<file path="config.mk">
export PLATFORM = sky130hd
export DESIGN_NAME = text_line_number_and_show_filter_top
export DESIGN_NICKNAME = d
export VERILOG_FILES = /design/src/hdl/tlnsf_pkg.sv /design/src/hdl/text_line_number_and_show_filter_top.sv
export SDC_FILE = /design/constraint.sdc
export NUM_CORES = 1
export LEC_CHECK = 0
export ABC_CLOCK_PERIOD_IN_PS = 4350
export BUFFER_PORTS_ARGS = -buffer_cell sky130_fd_sc_hd__clkbuf_2
export CORE_ASPECT_RATIO = 1.2
export CORE_MARGIN = 2
export CORE_UTILIZATION = 52
export CTS_CLUSTER_SIZE = 40
export DETAILED_ROUTE_END_ITERATION = 10
export GPL_TIMING_DRIVEN = 0
export PLACE_DENSITY = 0.65
export SLEW_MARGIN = 20
export SYNTH_ARGS = -nofsm -noshare
export SYNTH_HDL_FRONTEND = slang
export SYNTH_SLANG_ARGS = --single-unit
</file>
<file path="constraint.sdc">
create_clock -name aclk -period 4.35 [get_ports aclk]
set_input_delay 0.87 -clock aclk [delete_from_list [all_inputs] [get_ports aclk]]
set_output_delay 0.87 -clock aclk [all_outputs]
set_load 0.03 [all_outputs]
</file>
<file path="src/hdl/tlnsf_pkg.sv">
`default_nettype none

package tlnsf_pkg;

    localparam int CFG_IDX_W = 3;

    typedef enum logic [CFG_IDX_W-1:0] {
        REG_NUMBER_ALL       = 3'd0,
        REG_NUMBER_NONBLANK  = 3'd1,
        REG_SQUEEZE_BLANK    = 3'd2,
        REG_SHOW_ENDS        = 3'd3,
        REG_SHOW_TABS        = 3'd4,
        REG_SHOW_NONPRINTING = 3'd5
    } cfg_reg_t;

    typedef struct packed {
        logic number_all;
        logic number_nonblank;
        logic squeeze_blank;
        logic show_ends;
        logic show_tabs;
        logic show_nonprinting;
    } cfg_t;

    localparam logic [7:0] CH_TAB       = 8'h09;
    localparam logic [7:0] CH_NL        = 8'h0A;
    localparam logic [7:0] CH_SPACE     = 8'h20;
    localparam logic [7:0] CH_DOLLAR    = 8'h24;
    localparam logic [7:0] CH_ZERO      = 8'h30;
    localparam logic [7:0] CH_QMARK     = 8'h3F;
    localparam logic [7:0] CH_I         = 8'h49;
    localparam logic [7:0] CH_CARET     = 8'h5E;
    localparam logic [7:0] CH_DEL       = 8'h7F;
    localparam logic [7:0] CTRL_MAX     = 8'h1F;
    localparam logic [7:0] HIGH_MIN     = 8'h80;
    localparam logic [7:0] CARET_OFFSET = 8'h40;

    localparam logic [3:0] BCD_NINE = 4'd9;

endpackage

`default_nettype wire

</file>
<file path="src/hdl/text_line_number_and_show_filter_top.sv">
// timing: the first result byte is registered on acceptance and shown in the next cycle
// throughput: an item with n result bytes holds the burst register until its last byte
//   is taken; the next item is taken in that cycle; a squeezed line gives no bytes
// burst register and index set the rate: one output byte per cycle, stalled by m_ready low
// reset: synchronous active-low aresetn clears the config, valid and index registers and
//   the line state, sets the line counter to one; burst data stays; no clearing pass
`default_nettype none

module text_line_number_and_show_filter_top #(
    parameter int NUMBER_DIGITS = 6
) (
    input  wire logic                           aclk,
    input  wire logic                           aresetn,
    input  wire logic                           cfg_wr_en,
    input  wire logic [tlnsf_pkg::CFG_IDX_W-1:0] cfg_index,
    input  wire logic                           cfg_wr_data,
    input  wire logic                           s_valid,
    output logic                                s_ready,
    input  wire logic [7:0]                     s_data_byte,
    output logic                                m_valid,
    input  wire logic                           m_ready,
    output logic [7:0]                          m_out_byte,
    output logic                                m_last_of_run
);
    import tlnsf_pkg::*;

    localparam int CNT_BITS = 4 * NUMBER_DIGITS;
    localparam int MAX_RES  = NUMBER_DIGITS + 3;
    localparam int IDX_W    = $clog2(MAX_RES);
    localparam int CNT_W    = $clog2(MAX_RES + 1);
    localparam logic [CNT_W-1:0] NUM_LEN = CNT_W'(NUMBER_DIGITS + 1);

    cfg_t cfg_reg;

    logic                line_start_reg, line_start_next;
    logic [1:0]          empty_run_reg, empty_run_next;
    logic [CNT_BITS-1:0] counter_reg, counter_next;

    logic [7:0]          burst_reg [MAX_RES];
    logic [7:0]          burst_next [MAX_RES];
    logic [CNT_W-1:0]    len_reg, len_next;
    logic [IDX_W-1:0]    idx_reg;
    logic                valid_reg;

    logic accept;
    logic drop;
    logic last_out;

    always_ff @(posedge aclk) begin
        if (!aresetn) begin
            cfg_reg <= '0;
        end else if (cfg_wr_en) begin
            unique case (cfg_index)
                REG_NUMBER_ALL:       cfg_reg.number_all       <= cfg_wr_data;
                REG_NUMBER_NONBLANK:  cfg_reg.number_nonblank  <= cfg_wr_data;
                REG_SQUEEZE_BLANK:    cfg_reg.squeeze_blank    <= cfg_wr_data;
                REG_SHOW_ENDS:        cfg_reg.show_ends        <= cfg_wr_data;
                REG_SHOW_TABS:        cfg_reg.show_tabs        <= cfg_wr_data;
                REG_SHOW_NONPRINTING: cfg_reg.show_nonprinting <= cfg_wr_data;
                default: ;
            endcase
        end
    end

    assign last_out = (CNT_W'(idx_reg) + CNT_W'(1)) == len_reg;
    assign s_ready  = !valid_reg || (m_ready && last_out);
    assign accept   = s_valid && s_ready;

    always_comb begin
        logic                is_nl;
        logic                numbered;
        logic                full;
        logic                carry;
        logic                seen;
        logic [3:0]          d;
        logic [7:0]          num_byte [NUMBER_DIGITS];
        logic [7:0]          c0, c1;
        logic [CNT_W-1:0]    off;
        logic                two;

        is_nl = (s_data_byte == CH_NL);

        empty_run_next = empty_run_reg;
        if (line_start_reg) begin
            if (is_nl) begin
                empty_run_next = (empty_run_reg < 2'd2) ? empty_run_reg + 2'd1 : empty_run_reg;
            end else begin
                empty_run_next = 2'd0;
            end
        end
        drop = line_start_reg && cfg_reg.squeeze_blank && (empty_run_next > 2'd1);

        numbered = line_start_reg && !drop &&
                   (cfg_reg.number_all || (cfg_reg.number_nonblank && !is_nl));

        // leading zeros shown as blanks, the lowest digit always shown
        seen = 1'b0;
        for (int p = NUMBER_DIGITS - 1; p >= 0; p--) begin
            d = counter_reg[4*p +: 4];
            if (d != 4'd0 || p == 0) seen = 1'b1;
            num_byte[NUMBER_DIGITS-1-p] = seen ? (CH_ZERO + {4'd0, d}) : CH_SPACE;
        end

        full = 1'b1;
        for (int p = 0; p < NUMBER_DIGITS; p++) begin
            if (counter_reg[4*p +: 4] != BCD_NINE) full = 1'b0;
        end
        counter_next = counter_reg;
        carry = 1'b1;
        for (int p = 0; p < NUMBER_DIGITS; p++) begin
            d = counter_reg[4*p +: 4];
            if (carry) begin
                if (d >= BCD_NINE) begin
                    counter_next[4*p +: 4] = 4'd0;
                end else begin
                    counter_next[4*p +: 4] = d + 4'd1;
                    carry = 1'b0;
                end
            end
        end
        if (full || !numbered) counter_next = counter_reg;

        c0  = s_data_byte;
        c1  = s_data_byte;
        two = 1'b0;
        if (cfg_reg.show_tabs && s_data_byte == CH_TAB) begin
            c0  = CH_CARET;
            c1  = CH_I;
            two = 1'b1;
        end else if (cfg_reg.show_ends && is_nl) begin
            c0  = CH_DOLLAR;
            two = 1'b1;
        end else if (cfg_reg.show_nonprinting && !is_nl && s_data_byte != CH_TAB) begin
            if (s_data_byte <= CTRL_MAX || s_data_byte >= HIGH_MIN) begin
                c0  = CH_CARET;
                c1  = s_data_byte + CARET_OFFSET;
                two = 1'b1;
            end else if (s_data_byte == CH_DEL) begin
                c0  = CH_CARET;
                c1  = CH_QMARK;
                two = 1'b1;
            end
        end

        off      = numbered ? NUM_LEN : CNT_W'(0);
        len_next = off + (two ? CNT_W'(2) : CNT_W'(1));
        for (int i = 0; i < MAX_RES; i++) begin
            if (CNT_W'(i) < off) begin
                burst_next[i] = (i < NUMBER_DIGITS) ? num_byte[i % NUMBER_DIGITS] : CH_TAB;
            end else if (CNT_W'(i) == off) begin
                burst_next[i] = c0;
            end else begin
                burst_next[i] = c1;
            end
        end

        line_start_next = drop ? line_start_reg : is_nl;
    end

    always_ff @(posedge aclk) begin
        if (!aresetn) begin
            line_start_reg <= 1'b1;
            empty_run_reg  <= 2'd0;
            counter_reg    <= CNT_BITS'(1);
        end else if (accept) begin
            line_start_reg <= line_start_next;
            empty_run_reg  <= empty_run_next;
            counter_reg    <= counter_next;
        end
    end

    always_ff @(posedge aclk) begin
        if (!aresetn) begin
            valid_reg <= 1'b0;
            idx_reg   <= '0;
        end else if (accept && !drop) begin
            valid_reg <= 1'b1;
            idx_reg   <= '0;
        end else if (valid_reg && m_ready) begin
            if (last_out) begin
                valid_reg <= 1'b0;
            end else begin
                idx_reg <= idx_reg + IDX_W'(1);
            end
        end
    end

    always_ff @(posedge aclk) begin
        if (accept && !drop) begin
            burst_reg <= burst_next;
            len_reg   <= len_next;
        end
    end

    assign m_valid       = valid_reg;
    assign m_out_byte    = burst_reg[idx_reg];
    assign m_last_of_run = last_out;

endmodule

`default_nettype wire

</file>
Yosys cells after proc, flatten, opt, wreduce, memory -nomap -nowiden
Index checks and enable logic that the tools add are counted.
{ "word_totals": {"input_bits": 17, "out_inout_bits": 11, "ff_bits": 114, "word_cells": 209} }
{ "op_classes": {"n_mux": 72, "eq_ne": 24, "add_sub_neg": 16, "magnitude_cmp": 20, "reduce_logical": 46, "bitwise_logic": 5} }
{ "op_table": {"columns": ["operator", "count"], "rows": [
  ["8-bit two-way mux", 27],
  ["6-bit by 4-bit adder with 7-bit output (first input constant)", 6],
  ["7-bit two-way mux", 5],
  ["8-bit binary-select mux with 4-bit select", 1],
  ["4-bit by 1-bit adder with 4-bit output (second input constant)", 7],
  ["1-bit two-way mux", 28],
  ["4-bit greater-or-equal comparator (second input constant)", 6],
  ["4-bit two-way mux", 6],
  ["4-bit != test (second input constant)", 6],
  ["2-bit AND reduction", 10],
  ["4-bit nonzero test", 5],
  ["8-bit by 4-bit == test with 1-bit output (second input constant)", 2],
  ["3-bit AND reduction", 5],
  ["1-bit logical AND", 13],
  ["3-bit == test (first input constant)", 4],
  ["3-bit < comparator (first input constant)", 4],
  ["8-bit by 7-bit adder with 8-bit output (second input constant)", 1],
  ["8-bit by 7-bit == test with 1-bit output (second input constant)", 1],
  ["8-bit greater-or-equal comparator (second input constant)", 1],
  ["8-bit by 5-bit less-or-equal comparator with 1-bit output (second input constant)", 1],
  ["2-bit two-way mux", 4],
  ["8-bit by 4-bit != test with 1-bit output (second input constant)", 1],
  ["2-bit by 3-bit == test with 1-bit output (first input constant)", 2],
  ["3-bit by 2-bit == test with 1-bit output (second input constant)", 2],
  ["22 further kinds", 35]
]} }

Longest topological paths before layout
Gate-level depths: netlist of the first run.
{ "logic_depth": {"word_depth": 13, "ltp_mapped": 12, "ltp_nobuf": 10} }

Worst setup path before layout of the first run
OpenSTA, ideal clock, no wires.
{ "synth_timing": {"path_kind": "input-to-reg", "start": "input s_data_byte[6]", "end": "register burst_reg[0] (netlist bit), enable pin", "required_ns": 3.935, "n_path_buf": 1, "setup_time_ns": 0.415, "t_arrival_ns": 2.902, "path_stages": 8, "setup_slack_ns": 1.033, "path_cell_list": "inv_1 ha_1 nor2b_1 buf_2 and3_1 nand2_1 o21ai_0 inv_1"} }
{ "synth_between": {"elab_chain_cells": 7} }
{ "synth_rtl": {"columns": ["item", "line", "rtl"], "rows": [
  ["start, declared", "text_line_number_and_show_filter_top.sv:19", "input wire logic [7:0] s_data_byte,"],
  ["8-bit by 4-bit == test with 1-bit output", "text_line_number_and_show_filter_top.sv:81", "is_nl = (s_data_byte == CH_NL);"],
  ["2-bit two-way mux", "text_line_number_and_show_filter_top.sv:85", "if (is_nl) begin"],
  ["2-bit two-way mux", "text_line_number_and_show_filter_top.sv:84", "if (line_start_reg) begin"],
  ["2-bit by 1-bit > comparator with 1-bit output", "text_line_number_and_show_filter_top.sv:91", "drop = line_start_reg && cfg_reg.squeeze_blank && (empty_run_next > 2'd1);"],
  ["1-bit logical AND", "text_line_number_and_show_filter_top.sv:91", null],
  ["1-bit zero test", "text_line_number_and_show_filter_top.sv:189", "if (accept && !drop) begin"],
  ["1-bit logical AND", "text_line_number_and_show_filter_top.sv:189", null],
  ["end signal, assigned", "text_line_number_and_show_filter_top.sv:190", "burst_reg <= burst_next;"],
  ["end, declared", "text_line_number_and_show_filter_top.sv:39", "logic [7:0] burst_reg [MAX_RES];"]
]} }
No other way between the ends.
A chain may end at the register's enable or synchronous reset.

Worst setup path in the final report of the first run
{ "layout_timing": {"start": "register idx_reg[1]", "end": "output m_out_byte[2]"} }
{ "layout_between": {"elab_chain_cells": 4} }
{ "layout_rtl": {"columns": ["item", "line", "rtl"], "rows": [
  ["start, declared", "text_line_number_and_show_filter_top.sv:42", "logic [IDX_W-1:0] idx_reg;"],
  ["start signal, assigned", "text_line_number_and_show_filter_top.sv:183", "idx_reg <= idx_reg + IDX_W'(1);"],
  ["4-bit inverter with 5-bit output (not written as such)", "text_line_number_and_show_filter_top.sv:196", "assign m_out_byte = burst_reg[idx_reg];"],
  ["8-bit binary-select mux with 4-bit select", "text_line_number_and_show_filter_top.sv:196", null],
  ["8-bit two-way mux (not written as such) (2 in series)", "text_line_number_and_show_filter_top.sv:196", null],
  ["end, declared", "text_line_number_and_show_filter_top.sv:22", "output logic [7:0] m_out_byte,"]
]} }
No other way between the ends. The select of a mux whose other input is x is not followed.

==> results of run 1 <==
[cell usage in the layout (no fill, tap or decap), types with 4 or more instances in the layout]
cell type,n
nand3_1,15
nor2b_1,11
nor3_1,5
nand2_1,50
buf_2,9
xor2_1,5
clkbuf_1,21
o311ai_1,4
nor3b_1,5
edfxtp_1,61
nand4_1,5
a21o_1,18
o211ai_1,8
mux4_2,10
ha_1,28
and2_1,14
or2_1,4
xnor2_1,4
nor2_1,43
mux2i_1,15
nand4b_1,6
o21ai_0,20
a21boi_0,4
a21oi_1,13
dfxtp_1,38
a21boi_1,4
a31o_1,6
or3b_2,4
and3_1,4
nand2b_1,6
inv_1,26
clkbuf_2,24
clkbuf_16,9
[power by group]
group | switching [mW] | internal, mW
combinational | 0.155 | 0.0846
clock | 0.339 | 0.458
sequential | 0.0202 | 1.07
[stage by stage]
stage / hold slack [ns] / util [%]
floorplan: 0.441 / -
global placement: 0.452 / 55.9
detailed placement: 0.473 / 55.9
CTS: 0.482 / 58.8
global route: 0.504 / 58.8
finish: 0.479 / 58.8
[Yosys cell counts, types with 6 or more instances]
| cell type | n |
|---|---|
| a21oi_1 | 13 |
| mux4_2 | 10 |
| a21o_1 | 18 |
| nand4b_1 | 6 |
| buf_2 | 9 |
| o21ai_0 | 20 |
| o211ai_1 | 8 |
| dfxtp_1 | 38 |
| a31o_1 | 6 |
| nand3_1 | 15 |
| nor2b_1 | 11 |
| mux2i_1 | 15 |
| inv_1 | 27 |
| edfxtp_1 | 61 |
| nand2_1 | 50 |
| nor2_1 | 43 |
| and2_1 | 14 |
| clkbuf_1 | 20 |
| ha_1 | 28 |
| nand2b_1 | 6 |
[per-layer routing]
layer,track usage [%],share of wire (%),vias up
li1,-,-,2010
met1,30.9,43,1983
met2,39.5,51,107
met3,4.23,4.5,19
met4,8.65,1.9,0
met5,0,0,-
[area by class of cell]
cell class	count	area (µm²)
clock inverters	5	52.6
clock buffers	11	243
multi-input cells	370	2720
well taps	129	161
fillers	901	4320
inverters	28	108
repair buffers	24	120
plain buffers	33	150
flip-flops and latches	99	2590
[worst max-delay path, cell delays in order (launching register included)]
cell	delay, ns
dfxtp_1	0.34
buf_2	0.21
buf_1	0.53
mux4_2	0.42
mux2i_1	0.18
o21ai_0	0.11
clkbuf_2	0.20
[worst paths after layout]
| check | slack (ns) | end | startpoint | depth (start not counted) |
|---|---|---|---|---|
| max | 1.15 | m_out_byte[2] | idx_reg[1] | 6 |
| min | 0.48 | empty_run_reg[1] | empty_run_reg[1] | 2 |
| max reg2reg | 1.48 | burst_reg[35] | idx_reg[0] | 7 |
| min reg2reg | 0.48 | empty_run_reg[1] | empty_run_reg[1] | 2 |
[cell families after synthesis]
| kind of cell | count (synthesis) |
|---|---|
| AO/OA/AOI/OAI | 111 |
| XOR/XNOR | 9 |
| adder cells (fa/ha/maj) | 28 |
| buffers and inverters | 61 |
| flip-flops | 99 |
| multiplexers | 27 |
| AND/OR/NAND/NOR | 195 |
==> reports/metrics.yaml, run 1 <==
ys_types: 73
first_iter_violations: 249
via_count: 4119
area_growth_pct: 10.4
ios: 28
antenna_cells: 0
die_area_um2: 11600
dominantRegCellSynth: "edfxtp_1"
relSlewSlack_pct: 46.8
clk_pin_slew_ns: 0.07
place_ws_ns: 0.968
powerDensity_nw_per_um2: 345
largest_register_ffs: 58
status: "completed"
antenna_found_initial: 0
setup_slack_ns: 1.15
ys_seq_area_share_pct: 46.5
grt_max_degree: 62
core_um2: 10500
drc: 0
cts_setup_buffers: 0
cts_tree: "yes"
dp.cells: 683
row_count: 41
ys_warn_count: 0
synthCells: 530
finalMaxSlewViolations: 0
numPortBuffers: 24
finalSetupTns_ns: 0
yosysTopAreaCellShare_pct: 32.9
end_kind: "primary output"
startpoint_type: "flop"
gp_congestion: 0.862
hold_buffers: 0
min_path_type: "reg2reg"
finalHoldViolCount: 0
grt_pass1_vias: 4100
fin_nets: 610
synth_xor_area_share_pct: 1.42
critPathRequiredTime_ns: 3.48
finalSetupViolCount: 0
drive_gt1_share_pct: 13.9
ant_nets: 0
grt_pass1_wl_um: 21400
clkLatencyLatePin_ns: 0.35
wirelength_um: 13100
finalCritPeriodShare_pct: 73.6
track_usage_pct: 23.7
postLayoutCellArea_um2: 6150
overflow: 0
cts_max_level: 3
synth-seq-cells: 99
cts.sinks: 99
max-cap-violations: 0
synth_area_leader_cell: "edfxtp_1"
fp.dieW_um: 98.5
crit_type: "reg2out"
worstMarginPinSlew_ns: 0.790
vias_per_cell: 5.89
dp_hpwl_um: 9800
total_power_mw: 2.12
yosys-top-cells-area: "edfxtp_1, dfxtp_1, ha_1"
post_cts_resized: 0
synthAdderAreaFrac_pct: 6.29
synthMuxAreaShare_pct: 7.14
synth_top_family_by_area: "simple AND/OR/NAND/NOR gates"
root_buffer: "clkbuf_16"
synth-compound-area-share_pct: 14.9
placed_cell_area_um2: 5850
cp.arrival_ns: 2.33
min_period_ns: 3.20
cp_max_fo: 10
rsz0062_at_grt: "false"
clk_path_buf_depth: 2
synth_fp_nets: 575
netlist_area_um2: 5570
synth-edff-count: 61
p_leak_nw: 2.35
routedWlPerCell_um: 18.8
final_cells: 699
avgSynthCellArea_um2: 10.5
async_flop_share_pct: 0
peakVddDrop_mv: 0.235
yosys.area_share.simple_pct: 19.1
start_util_pct: 53.2
max_freq_mhz: 312
dr.pass1.iters: 5
die_h_um: 117
clock_skew_ns: 0.00900
cts_made_buffers: 9
No activity file was read; power rests on OpenSTA's default activity.
==> run 2, diff against run 1 <==
- ABC_CLOCK_PERIOD_IN_PS: 4350 -> 3100
- clock period: 4.35 -> 3.1 ns (I/O delays scaled with it)
==> run 2 against run 1 <==
Hold slack hardly changed. Sequential power increased by 40%. Register-to-register slack got worse by 1.3 ns. Cell count unchanged.
==> reports/metrics.yaml, run 2 (synthesis gave the netlist of run 1 again) <==
min_path_type: "reg2reg"
drc: 0
largest_register_ffs: 58
cp_max_fo: 61
final_common_cell: "edfxtp_1"
finalSetupTns_ns: 0
finalHoldViolCount: 0
antenna_cells: 0
busiest_layer: "met2"
max-cap-violations: 0
row_count: 41
grt_util_met2_pct: 39.5
wirelength_um: 13100
ant_nets: 0
max_freq_mhz: 348
r2r-end: "burst_reg[35]"
start_util_pct: 53.2
startpoint_type: "flop"
p_switching_mw: 0.721
core_um2: 10500
grt_pass1_wl_um: 21400
fp.dieW_um: 98.5
cts_tree: "yes"
use_met3_pct: 4.23
status: "completed"
timing.hold.ws_ns: 0.479
clkLatencyLatePin_ns: 0.35
vias_per_cell: 5.91
area_growth_pct: 10.5
finalCritPeriodShare_pct: 92.6
grt_max_degree: 62
final_cells: 699
seq_area_um2: 2590
dr.pass1.iters: 5
internal-power_mw: 2.26
postLayoutCellArea_um2: 6150
gp_congestion: 0.862
place_ws_ns: -0.0316
grt_pass1_vias: 4100
antenna_found_initial: 0
overflow: 0
grtUsageMet1_pct: 30.9
n_fill_cell: 899
die_area_um2: 11600
via_count: 4129
setup_slack_ns: 0.228
seqPwrFrac_pct: 51.2
hp-start: "empty_run_reg[1]"
drive_gt1_share_pct: 14.0
first_iter_violations: 249
dp_hpwl_um: 9800
multi_input_area_um2: 2720
die_h_um: 117
crit_type: "reg2reg"
worstMarginPinSlew_ns: 0.790
dp.cells: 683
cts_max_level: 3
track_usage_pct: 23.7
finalMaxSlewViolations: 0
reg2reg_from: "idx_reg[0]"
routedWlPerCell_um: 18.8
sw_frac_of_total_pct: 24.2
root_buffer: "clkbuf_16"
cts.sinks: 99
cts_made_buffers: 9
peakVddDrop_mv: 0.331
r2r_setup_slack_ns: 0.23
rsz0062_at_grt: "false"
min_period_ns: 2.87
critPathRequiredTime_ns: 3.08
p_leak_nw: 2.35
pwr-share-clk_pct: 37.5
numPortBuffers: 24
clock_skew_ns: 0.00904
placed_cell_area_um2: 5850
cts_setup_buffers: 0
clk_pin_slew_ns: 0.07
pwr-share-comb_pct: 11.3
final_cell_mix: "edfxtp_1, nand2_1, nor2_1"
powerDensity_nw_per_um2: 485
ff2ff_path_depth: 7
finalSetupViolCount: 0
end_kind: "flop"
fin_nets: 610
min_to: "empty_run_reg[1]"
clk_path_buf_depth: 2
relSlewSlack_pct: 46.8
min_path_cells: 2
ios: 28
cp.arrival_ns: 2.85
[run 2: metal layers]
metal	routed length, µm	part of all wire, %
met1	5680	43
met2	6620	50
met3	582	4.4
met4	267	2.0
met5	0	0
[run 2: repair_timing]
item                                    4_1_cts  5_1_grt
endpoints found under the setup margin        0        2
hold buffers                                  0        0
gates resized for setup                       0        2
[run 2: metrics by stage]
| stage | power (mW) | util [%] |
|---|---|---|
| after detailed placement | 1.89 | 55.9 |
| final | 2.98 | 58.8 |
| after global routing | 3.09 | 58.8 |
| after CTS | 2.99 | 58.8 |
| after floorplan | 1.78 | - |
| after global placement | 1.88 | 55.9 |
[run 2: power groups by stage]
stage               clock, mW  sequential (mW)  combinational (mW)
floorplan                   0             1.55               0.236
global placement            0             1.56               0.328
detailed placement          0             1.56               0.335
CTS                      1.13             1.53               0.337
global route             1.19             1.53               0.369
finish                   1.12             1.53               0.336
[run 2: cell type report]
cell class | count | area share (%)
plain buffers | 33 | 2.50
inverters | 28 | 1.75
repair buffers | 24 | 1.95
clock inverters | 5 | 0.854
clock buffers | 11 | 3.94
flip-flops and latches | 99 | 42.1
well taps | 129 | 2.62
multi-input cells | 370 | 44.2
[run 2: worst max-delay path by stage]
stage,to,startpoint,slack (ns),depth (start not counted)
6_report,burst_reg[35],idx_reg[0],0.23,7
5_1_grt,burst_reg[48],idx_reg[3],0.04,7
4_1_cts,m_out_byte[2],idx_reg[1],0.08,6
3_5_place_dp,burst_reg[34],s_data_byte[6],-0.03,9
3_3_place_gp,burst_reg[50],s_data_byte[6],-0.79,9
2_1_floorplan,burst_reg[0],s_data_byte[6],0.03,8
[run 2: worst max-delay path, cell delays in order, from the launching register on]
cell and delay, ns:
dfxtp_1 0.33, ha_1 0.33, xor2_1 0.19, nor4_2 0.28
a21o_1 0.23, buf_6 0.16, o21ai_0 0.30, inv_4 0.66
==> run 3, diff against run 2 <==
- ABC_AREA: default -> 1
==> run 3 against run 2 <==
Final area down 1.4%. Maximum frequency fell by 1.7%. First-iteration DRC count rose by 47%. Wire length is 1.7% higher. Die area shrank 2.5%. Clock power is essentially flat. Sequential power is essentially flat. Clock skew decreased by 0.0026 ns. Sequential share of layout area up 0.59 points. Non-clock buffer count decreased by 1. Cell count rose by 19%. Setup slack worse by 0.049 ns. Largest cell class is now sequential cells.
==> reports/metrics.yaml, run 3 <==
status: "completed"
crit_type: "reg2out"
finalMaxSlewViolations: 0
first_iter_violations: 366
netlist_area_um2: 5420
cts_made_buffers: 9
start_util_pct: 53.6
clkLatencyLatePin_ns: 0.35
hold_buffers: 0
crit_cells: 7
async_flop_share_pct: 0
wirelength_um: 13400
cp.arrival_ns: 2.30
clk_path_buf_depth: 2
root_buffer: "clkbuf_16"
area_growth_pct: 11.9
grt_max_degree: 31
peakVddDrop_mv: 0.299
grt_pass1_wl_um: 21900
finalSetupViolCount: 0
ys_warn_count: 0
pwr-share-clk_pct: 37.9
cp.buffers_inverters: 3
powerDensity_nw_per_um2: 477
yosysTopAreaCellShare_pct: 33.8
p_switching_mw: 0.709
slowest_stage: "dfxtp_1"
avgSynthCellArea_um2: 8.22
sw_frac_of_total_pct: 24.5
cts.sinks: 99
drive_gt1_share_pct: 9.07
synth-edff-count: 61
ant_nets: 0
track_usage_pct: 24.6
overflow: 0
die_h_um: 116
synthMostInstantiatedCell: "nand2_1"
via_count: 4602
crit_family: "buffers and inverters"
p_leak_nw: 2.65
final_util_pct: 60.0
synth_fp_nets: 705
cp_max_fo: 10
rsz0062_at_grt: "false"
largest_register_ffs: 58
routedWlPerCell_um: 16.1
end_kind: "primary output"
seqPwrFrac_pct: 51.9
cts_tree: "yes"
startpoint_type: "flop"
antenna_found_initial: 0
synth_common_cells: "nand2_1, inv_1, nor2_1"
r2r_setup_slack_ns: 0.31
gp_congestion: 0.857
hp-start: "cfg_reg[2]"
finalCritPeriodShare_pct: 94.2
r2r-end: "idx_reg[3]"
critPathRequiredTime_ns: 2.48
placed_cell_area_um2: 5770
fin_nets: 746
ys_seq_area_share_pct: 47.8
dominantRegCellSynth: "edfxtp_1"
fp.dieW_um: 97.2
synth_area_leader_cell: "edfxtp_1"
min_path_type: "reg2reg"
clk_pin_slew_ns: 0.07
postLayoutCellArea_um2: 6070
synthCells: 660
ys_types: 33
crit_end: "m_out_byte[3]"
numPortBuffers: 26
final_cell_mix: "nand2_1, inv_1, nor2_1"
final_common_cell: "nand2_1"
yosys-top-cells-area: "edfxtp_1, dfxtp_1, nand2_1"
worstMarginPinSlew_ns: 0.619
cts_max_level: 3
relSlewSlack_pct: 58.7
finalHoldViolCount: 0
dr.pass1.iters: 5
max_freq_mhz: 342
reg2reg_from: "idx_reg[0]"
max-cap-violations: 0
drc: 0
startpoint: "idx_reg[0]"
internal-power_mw: 2.19
ios: 28
ff2ff_path_depth: 13
grt_pass1_vias: 4420
synth-seq-cells: 99
dp_hpwl_um: 10000
critPathMaxStageDelay_ns: 0.45
antenna_cells: 0
min_period_ns: 2.92
clock_skew_ns: 0.00643
pwr-share-comb_pct: 10.2
die_area_um2: 11300
row_count: 40
cp_cell_sequence: "buf_2 -> clkbuf_2 -> o21ai_0 -> o221ai_1 -> o211ai_1 -> o21ai_0 -> clkbuf_2"
core_um2: 10100
vias_per_cell: 5.53
[run 3: cell count changes after synthesis, moves of 10 or more]
| cell | change |
|---|---|
| nand2_1 | +82 |
| inv_1 | +63 |
| o21ai_0 | +36 |
| nand3_1 | +34 |
| nor2_1 | +21 |
| a21o_1 | -18 |
| nand4_1 | +17 |
| and2_1 | -14 |
| a21oi_1 | +13 |
| nor2b_1 | -11 |
| mux4_2 | -10 |
| nor3_1 | +10 |
[run 3: cell type report]
class                      count  area (µm²)
buffer                        26         116
clock buffer                  10         229
clock inverter                 6        56.3
fill                         924        4040
inverter                      94         353
multi-input combinational    441        2370
sequential                    99        2590
tap                          126         158
timing repair buffer          30         193
[run 3: what timing repair did]
action | CTS | global route
resized for setup | 0 | 4
setup endpoints to repair | 0 | 9
setup buffers | 0 | 2
[run 3: worst min path at each step]
stage	endpoint	slack, ns	depth (start not counted)
after floorplan	cfg_reg[2]	0.42	2
after global placement	cfg_reg[2]	0.45	2
after detailed placement	cfg_reg[2]	0.45	2
after CTS	cfg_reg[2]	0.46	2
after global routing	cfg_reg[2]	0.49	2
final	cfg_reg[2]	0.46	2
[run 3: cells by family after synthesis]
group	after synthesis	synth area share [%]
buf+inv	120	8.61
fa+ha+maj	28	6.46
mux	8	1.48
flops	99	47.8
xor+xnor	10	1.62
compound gates	106	11.0
simple gates	289	23.1
[run 3: power by group through the flow]
stage	clock [mW]	combinational, mW	sequential, mW
global placement	0	0.273	1.53
finish	1.10	0.297	1.50
detailed placement	0	0.291	1.53
CTS	1.11	0.292	1.50
global route	1.17	0.326	1.51
floorplan	0	0.185	1.53
[run 3: per-stage QoR]
step / power, mW / std cells / hold WS [ns] / TNS (ns) / setup WS, ns
after floorplan: 1.71 / 660 / 0.424 / 0 / 0.149
after global placement: 1.81 / 812 / 0.451 / -18.13 / -0.441
after detailed placement: 1.82 / 814 / 0.452 / 0 / 0.140
after CTS: 2.90 / 830 / 0.462 / 0 / 0.0137
after global routing: 3.00 / 832 / 0.493 / 0 / 0.00677
final: 2.90 / 832 / 0.460 / 0 / 0.180
[run 3: routing by layer]
metal / wire length, µm / GRT usage, %
met5: 0 / 0
met4: 283 / 9.72
met1: 5800 / 31.4
met2: 6700 / 43.1
met3: 589 / 3.02
[run 3: tightest hold or removal path: stages, from the launching register on]
cell and delay [ns]:
dfxtp_1 0.32, inv_1 0.05, a21oi_1 0.05
